<file path="src/rtl/pic_pkg.sv">
// Shared types and constants for the programmable interval clock.
// Used by pic_core and programmable_interval_clock; no dependencies.
`default_nettype none

package pic_pkg;

    localparam int unsigned WORD_W  = 16;
    localparam int unsigned PRESC_W = 15;
    localparam int unsigned RATE_W  = 3;
    localparam int unsigned MODE_W  = 2;

    // Item kinds carried in the input tuser.
    typedef enum logic [1:0] {
        CMD_TICK  = 2'd0,
        CMD_READ  = 2'd1,
        CMD_WRITE = 2'd2
    } pic_cmd_t;

    // Register select.
    localparam logic SEL_CSR    = 1'b0;
    localparam logic SEL_PRESET = 1'b1;

    // Overflow action in the MODE field; other codes free-run.
    localparam logic [MODE_W-1:0] MODE_STOP   = 2'd0;
    localparam logic [MODE_W-1:0] MODE_RELOAD = 2'd1;

    // Rate codes.
    localparam logic [RATE_W-1:0] RATE_1US     = 3'd1;
    localparam logic [RATE_W-1:0] RATE_10US    = 3'd2;
    localparam logic [RATE_W-1:0] RATE_100US   = 3'd3;
    localparam logic [RATE_W-1:0] RATE_1000US  = 3'd4;
    localparam logic [RATE_W-1:0] RATE_10000US = 3'd5;
    localparam logic [RATE_W-1:0] RATE_LINE    = 3'd7;

    // CSR bit positions.
    localparam int unsigned CSR_GO_BIT    = 0;
    localparam int unsigned CSR_MODE_LSB  = 1;
    localparam int unsigned CSR_RATE_LSB  = 3;
    localparam int unsigned CSR_INTOV_BIT = 6;
    localparam int unsigned CSR_OVFLO_BIT = 7;
    localparam int unsigned CSR_MAINT_BIT = 8;
    localparam int unsigned CSR_FOR_BIT   = 13;

    // Software-writable control bits, write-one-to-clear flags, all stored bits.
    localparam logic [WORD_W-1:0] CSR_WRMASK = 16'hD07F;
    localparam logic [WORD_W-1:0] CSR_W1C    = 16'h2080;
    localparam logic [WORD_W-1:0] CSR_STORED = CSR_WRMASK | CSR_W1C;

    typedef struct packed {
        pic_cmd_t          cmd;
        logic              reg_sel;
        logic [WORD_W-1:0] write_data;
    } pic_item_t;

    typedef struct packed {
        logic [WORD_W-1:0] read_data;
        logic              irq;
    } pic_result_t;

    // Last prescaler value of a period (period minus one).
    function automatic logic [PRESC_W-1:0] period_last(input logic [RATE_W-1:0] rate);
        logic [PRESC_W-1:0] last;
        case (rate)
            RATE_1US:     last = 15'd0;
            RATE_10US:    last = 15'd9;
            RATE_100US:   last = 15'd99;
            RATE_1000US:  last = 15'd999;
            RATE_10000US: last = 15'd9999;
            RATE_LINE:    last = 15'd16666;
            default:      last = '0;
        endcase
        return last;
    endfunction

    // Rate codes that count at all.
    function automatic logic rate_runs(input logic [RATE_W-1:0] rate);
        logic runs;
        case (rate)
            RATE_1US, RATE_10US, RATE_100US,
            RATE_1000US, RATE_10000US, RATE_LINE: runs = 1'b1;
            default:                              runs = 1'b0;
        endcase
        return runs;
    endfunction

endpackage

`default_nettype wire

</file>
<file path="src/rtl/pic_core.sv">
// Clock state (CSR, preset, counter, prescaler, interrupt) and its update logic.
// Depends on pic_pkg.
`default_nettype none

module pic_core (
    input  wire logic               aclk,
    input  wire logic               aresetn,
    input  wire logic               fire,
    input  wire pic_pkg::pic_item_t item,
    output pic_pkg::pic_result_t    result
);

    logic [pic_pkg::WORD_W-1:0]  status_reg, status_next;
    logic [pic_pkg::WORD_W-1:0]  preset_reg, preset_next;
    logic [pic_pkg::WORD_W-1:0]  count_reg, count_next;
    logic [pic_pkg::PRESC_W-1:0] prescale_reg, prescale_next;
    logic                        irq_reg, irq_next;
    logic [pic_pkg::WORD_W-1:0]  read_value;

    always_comb begin
        logic [pic_pkg::WORD_W-1:0] cnt_inc;
        logic [pic_pkg::RATE_W-1:0] rate;
        logic [pic_pkg::MODE_W-1:0] mode;

        status_next   = status_reg;
        preset_next   = preset_reg;
        count_next    = count_reg;
        prescale_next = prescale_reg;
        irq_next      = irq_reg;
        read_value    = '0;

        cnt_inc = count_reg + pic_pkg::WORD_W'(1);
        rate    = status_reg[pic_pkg::CSR_RATE_LSB +: pic_pkg::RATE_W];
        mode    = status_reg[pic_pkg::CSR_MODE_LSB +: pic_pkg::MODE_W];

        case (item.cmd)
            pic_pkg::CMD_TICK: begin
                if (status_reg[pic_pkg::CSR_GO_BIT] && pic_pkg::rate_runs(rate)) begin
                    if (prescale_reg >= pic_pkg::period_last(rate)) begin
                        prescale_next = '0;
                        count_next    = cnt_inc;
                        if (cnt_inc == '0) begin
                            // overflow: flag, overrun, mode action, interrupt
                            if (status_reg[pic_pkg::CSR_OVFLO_BIT]) begin
                                status_next[pic_pkg::CSR_FOR_BIT] = 1'b1;
                            end
                            status_next[pic_pkg::CSR_OVFLO_BIT] = 1'b1;
                            if (mode == pic_pkg::MODE_STOP) begin
                                status_next[pic_pkg::CSR_GO_BIT] = 1'b0;
                            end else if (mode == pic_pkg::MODE_RELOAD) begin
                                count_next = preset_reg;
                            end
                            if (status_reg[pic_pkg::CSR_INTOV_BIT]) begin
                                irq_next = 1'b1;
                            end
                        end
                    end else begin
                        prescale_next = prescale_reg + pic_pkg::PRESC_W'(1);
                    end
                end
            end
            pic_pkg::CMD_READ: begin
                if (item.reg_sel == pic_pkg::SEL_PRESET) begin
                    read_value = preset_reg;
                end else begin
                    read_value  = status_reg;
                    status_next = status_reg & ~pic_pkg::CSR_W1C;
                    irq_next    = 1'b0;
                end
            end
            pic_pkg::CMD_WRITE: begin
                if (item.reg_sel == pic_pkg::SEL_PRESET) begin
                    preset_next = item.write_data;
                    if (status_reg[pic_pkg::CSR_GO_BIT] && mode == pic_pkg::MODE_STOP) begin
                        count_next = item.write_data;
                    end
                end else begin
                    status_next = status_reg & ~(item.write_data & pic_pkg::CSR_W1C);
                    status_next = (status_next & ~pic_pkg::CSR_WRMASK)
                                | (item.write_data & pic_pkg::CSR_WRMASK);
                    if (item.write_data[pic_pkg::CSR_MAINT_BIT]) begin
                        count_next = cnt_inc;
                        if (cnt_inc == '0) begin
                            status_next[pic_pkg::CSR_OVFLO_BIT] = 1'b1;
                            if (status_next[pic_pkg::CSR_INTOV_BIT]) begin
                                irq_next = 1'b1;
                            end
                        end
                    end
                    prescale_next = '0;
                    if (!status_next[pic_pkg::CSR_OVFLO_BIT]) begin
                        irq_next = 1'b0;
                    end
                end
            end
            default: begin
                // unused code: no state change
            end
        endcase
    end

    assign result.read_data = read_value;
    assign result.irq       = irq_next;

    always_ff @(posedge aclk) begin
        if (!aresetn) begin
            status_reg   <= '0;
            preset_reg   <= '0;
            count_reg    <= '0;
            prescale_reg <= '0;
            irq_reg      <= 1'b0;
        end else if (fire) begin
            status_reg   <= status_next;
            preset_reg   <= preset_next;
            count_reg    <= count_next;
            prescale_reg <= prescale_next;
            irq_reg      <= irq_next;
        end
    end

    a_csr_unused_zero: assert property (@(posedge aclk) disable iff (!aresetn)
        (status_reg & ~pic_pkg::CSR_STORED) == '0)
        else $error("CSR holds a bit outside the stored set");

    a_prescale_bound: assert property (@(posedge aclk) disable iff (!aresetn)
        prescale_reg <= 15'd16666)
        else $error("prescaler beyond longest period");

    a_read_clears: assert property (@(posedge aclk) disable iff (!aresetn)
        fire && item.cmd == pic_pkg::CMD_READ && item.reg_sel == pic_pkg::SEL_CSR
        |=> !irq_reg && (status_reg & pic_pkg::CSR_W1C) == '0)
        else $error("CSR read did not clear flags and interrupt");

endmodule

`default_nettype wire

</file>
<file path="src/rtl/programmable_interval_clock.sv">
// Top level of the programmable interval clock: input register, state core,
// result register. Depends on pic_pkg and pic_core.
// Each item passes through the input register and then the result register before its
// result can be transferred.
// Throughput: one item per cycle while the result side accepts; back-pressure on the
// result side stalls the input register, which takes a new item only while it is empty.
// Reset (aresetn low, synchronous) clears CSR, preset, counter, prescaler,
// interrupt and both stage valid flags.
`default_nettype none

module programmable_interval_clock (
    input  wire logic        aclk,
    input  wire logic        aresetn,
    // input stream
    input  wire logic        s_axis_tvalid,
    output logic             s_axis_tready,
    input  wire logic [15:0] s_axis_tdata,   // [15:0] write_data
    input  wire logic [2:0]  s_axis_tuser,   // [1:0] cmd, [2] reg_sel
    // result stream
    output logic             m_axis_tvalid,
    input  wire logic        m_axis_tready,
    output logic [15:0]      m_axis_tdata,   // [15:0] read_data
    output logic             m_axis_tuser    // [0] irq
);

    logic                 in_valid_reg;
    pic_pkg::pic_item_t   in_item_reg;
    logic                 out_valid_reg;
    pic_pkg::pic_result_t out_result_reg;
    pic_pkg::pic_result_t core_result;
    logic                 advance;

    // Move the held item into the result register when that register is free
    // or being drained this cycle; state is committed at the same edge.
    assign advance       = in_valid_reg && (!out_valid_reg || m_axis_tready);
    // Take a new item when the input register is empty or moves on this cycle.
    assign s_axis_tready = !in_valid_reg || advance;

    pic_core u_core (
        .aclk    (aclk),
        .aresetn (aresetn),
        .fire    (advance),
        .item    (in_item_reg),
        .result  (core_result)
    );

    // Input register: hold the item until the core consumes it.
    always_ff @(posedge aclk) begin
        if (!aresetn) begin
            in_valid_reg <= 1'b0;
        end else if (s_axis_tready) begin
            in_valid_reg <= s_axis_tvalid;
        end
    end

    always_ff @(posedge aclk) begin
        if (s_axis_tvalid && s_axis_tready) begin
            in_item_reg.cmd        <= pic_pkg::pic_cmd_t'(s_axis_tuser[1:0]);
            in_item_reg.reg_sel    <= s_axis_tuser[2];
            in_item_reg.write_data <= s_axis_tdata;
        end
    end

    // Result register: load on advance, drop after the transfer completes.
    always_ff @(posedge aclk) begin
        if (!aresetn) begin
            out_valid_reg <= 1'b0;
        end else if (advance) begin
            out_valid_reg <= 1'b1;
        end else if (m_axis_tready) begin
            out_valid_reg <= 1'b0;
        end
    end

    always_ff @(posedge aclk) begin
        if (advance) begin
            out_result_reg <= core_result;
        end
    end

    assign m_axis_tvalid = out_valid_reg;
    assign m_axis_tdata  = out_result_reg.read_data;
    assign m_axis_tuser  = out_result_reg.irq;

    a_advance_fills: assert property (@(posedge aclk) disable iff (!aresetn)
        advance |=> out_valid_reg)
        else $error("advanced item missing from result register");

    a_stall_holds_input: assert property (@(posedge aclk) disable iff (!aresetn)
        in_valid_reg && !advance |=> in_valid_reg && $stable(in_item_reg))
        else $error("held item lost while result side stalled");

    a_idle_ready: assert property (@(posedge aclk) disable iff (!aresetn)
        !in_valid_reg |-> s_axis_tready)
        else $error("empty input register refused a transfer");

endmodule

`default_nettype wire

</file>
<file path="config.mk">
export PLATFORM = sky130hd
export DESIGN_NAME = programmable_interval_clock
export DESIGN_NICKNAME = d
export VERILOG_FILES = /design/src/rtl/pic_pkg.sv /design/src/rtl/pic_core.sv /design/src/rtl/programmable_interval_clock.sv
export SDC_FILE = /design/constraint.sdc
export NUM_CORES = 1
export LEC_CHECK = 0
export ABC_AREA = 1
export ABC_CLOCK_PERIOD_IN_PS = 3100
export CAP_MARGIN = 20
export CORE_MARGIN = 4
export CORE_UTILIZATION = 25
export CTS_CLUSTER_SIZE = 14
export DETAILED_ROUTE_END_ITERATION = 10
export DONT_BUFFER_PORTS = 1
export PLACE_DENSITY = 0.41
export SLEW_MARGIN = 20
export SYNTH_ARGS = -nofsm -noshare
export SYNTH_HDL_FRONTEND = slang
export SYNTH_SLANG_ARGS = --single-unit
</file>
<file path="constraint.sdc">
create_clock -name aclk -period 3.1 [get_ports aclk]
set_input_delay 0.62 -clock aclk [delete_from_list [all_inputs] [get_ports aclk]]
set_output_delay 0.62 -clock aclk [all_outputs]
set_load 0.02 [all_outputs]
</file>
==> reports/summary.txt <==
worst slew pin tran -> 944 ps
max_slew headroom -> 0.369
gr busiest metal -> met2
All-Layer GR Usage -> 0.132
clock period minus worst slack -> 2720 ps
Yosys warnings -> 0
Data required, critical path -> 3400 ps
global route total overflow -> 0
drt initial violations -> 311
Leak Pwr -> 2.18 nW
layout cells sized above 1 -> 0.0836
critical path arrival -> 3020 ps
Mapped Cells -> 657
Seq/Total Area, Yosys -> 0.447
Final Hold Viols -> 0
# rows -> 52
Via-to-Cell Ratio -> 4.84
leading cell type in the layout, fill and taps excluded -> nand2_1
final setup TNS -> 0 ps
Reg-to-Reg End -> u_core.prescale_reg[12]
final core occ -> 0.285
# fillers -> 2215
Final Slew Violations -> 0
synthesized cell area -> 5190 µm²
ys async rst share -> 0
io pins -> 42
WS Path Type -> register to register
CTS tree -> yes
fin crit share -> 0.878
Port Buf Inserts -> 0
# nets final -> 693
endpoints failing setup -> 0
Syn Nets -> 697
type of the tightest min-delay check -> primary input to register
worst flop-to-flop path startpoint -> in_item_reg[18]
Register Area -> 2320 µm²
first-pass GRT wire length -> 24000 µm
number of global-route vias before repair -> 4223
post-cts sizing count -> 0
Crit path top cell by count -> nand2_1
CP Launch Type -> register
total inserted antenna cells -> 0
Netlist cell types -> 39
GRT met2 Usage -> 0.211
Max clock buf depth -> 2
reg-to-reg slack, setup -> 380 ps
Max rail drop VDD -> 242 µV
drt pass-1 iters -> 4
slowest cell on the critical path -> edfxtp_1
worst setup path endpoint -> u_core.prescale_reg[12]
Critical Path, Cell by Cell -> inv_1 > nor2_4 > inv_2 > nor2_2 > a21oi_1 > nand2_1 > nor3_2 > nand3_1 > nor3_1 > nand2_1 > nand2_1 > nand2_1 > nor2_1
Critical Path Start -> in_item_reg[18]
Die Ht -> 152 µm
multi-input logic area -> 2430 µm²
Synth-to-Final Area Change -> 11.3%
Initial Util -> 0.256
Core ar. -> 20300 µm²
CTS Buf Count -> 9
Avg WL per Cell -> 16.8 µm
# H-tree levels -> 3
Worst setup EP type -> register
Vias -> 4491
Main synth FF type -> dfxtp_1
cts hold-fix bufs -> 0
worst skew pair latency -> 350 ps
# DRC -> 0
pin count of the biggest net entering global routing -> 45
Peak Freq -> 367 MHz
Max-Cap Viols -> 0
RSZ-0062 raised after global routing -> false
CP max stage delay -> 490 ps
Detail Route Antenna Nets -> 0
clock transition at the registers of the reported paths -> 70 ps
final RePlAce weighted congestion -> 0.883
Clock Sink Count -> 98
max reg flops -> 19
Yosys top cell area share -> 0.239
Pwr Density -> 484 nW/µm²
total power draw -> 0.00280 W
Die W -> 152 µm
most frequent cells in the layout -> nand2_1 (98), inv_1 (81), a21oi_1 (69)
post-CTS setup buffer count -> 0
Max FO, Critical Path -> 11
Final HPWL DP -> 11600 µm
M1 GR Usage -> 0.180
EDFF count, synth -> 36
initial antenna violation count -> 0
Detailed Route WL -> 15600 µm
grt met3 use -> 0.0284
syn avg cell area -> 7.90 µm²
Die Area -> 23100 µm²
Clock Skew -> 9.34 ps
status -> complete, no violations
Root Driver -> clkbuf_16
Synth area leader -> dfxtp_1
Worst R2R Path Depth -> 13
#FFs+latches synth -> 98
synth top area cells -> dfxtp_1 (24%), edfxtp_1 (21%), nand2_1 (7.1%)
==> layout make-up <==
cell class              count  share of cell area
multi-input cells         449               0.421
flip-flops and latches     98               0.402
well taps                 270              0.0584
inverters                  85              0.0552
clock buffers              10              0.0396
repair buffers             10              0.0130
clock inverters             6              0.0113
==> worst min path at each step <==
stage,from,end,slack [ps],cells after the start
global route,s_axis_tdata[5],in_item_reg[5],340,0
global placement,u_core.preset_reg[13],u_core.preset_reg[13],480,2
CTS,s_axis_tdata[8],in_item_reg[8],330,0
finish,s_axis_tdata[8],in_item_reg[8],360,0
floorplan,u_core.preset_reg[1],u_core.preset_reg[1],440,2
detailed placement,u_core.preset_reg[13],u_core.preset_reg[13],480,2
==> through the flow <==
| step | instance area (µm²) | setup slack [ps] | cells | hold WS, ps |
|---|---|---|---|---|
| after floorplan | 5190 | 888 | 657 | 440 |
| after global placement | 5490 | 342 | 912 | 477 |
| after detailed placement | 5490 | 360 | 912 | 478 |
| after CTS | 5780 | 329 | 928 | 334 |
| after global routing | 5780 | 23.4 | 928 | 337 |
| final | 5780 | 378 | 928 | 357 |
==> layer usage <==
layer	wire, µm	share of wire	vias to the layer above
li1	-	-	2251
met1	7560	0.48	2119
met2	7230	0.46	101
met3	576	0.037	20
met4	261	0.017	0
met5	0	0	-
==> cell families (layout without fill, tap and decap cells) <==
group                    Yosys count  count (layout)  synth area share
flip-flops                        98              98             0.447
AND/OR/NAND/NOR                  249             249             0.228
XOR/XNOR                           4               4           0.00675
AO/OA/AOI/OAI                    179             179             0.192
adder cells (fa/ha/maj)           17              17            0.0410
buffers and inverters            110             111            0.0843
==> critical path, delay by kind of cell (launching register included) <==
kind / cells / cell delay, ps
flops: 1 / 490
compound gates: 1 / 230
buf+inv: 2 / 400
simple gates: 10 / 1530
==> Yosys cell counts (all sizes together) (3+ instances only) <==
master and n:
a21oi 72, o21ai 73, clkbuf 16, o22ai 6
nor3b 5, o211ai 7, a221oi 12, nand3 33
nor2 67, o21bai 3, dfxtp 62, nand2 104
nor3 13, xor2 4, edfxtp 36, buf 9
nand4 19, nand3b 4, ha 17, inv 85
==> where the power goes <==
group          internal [W]  switching (W)
sequential          0.00138      0.0000589
combinational     0.0000682       0.000154
clock              0.000628       0.000507
total               0.00208       0.000720
Note: power is estimated with default switching activity, not from simulation.
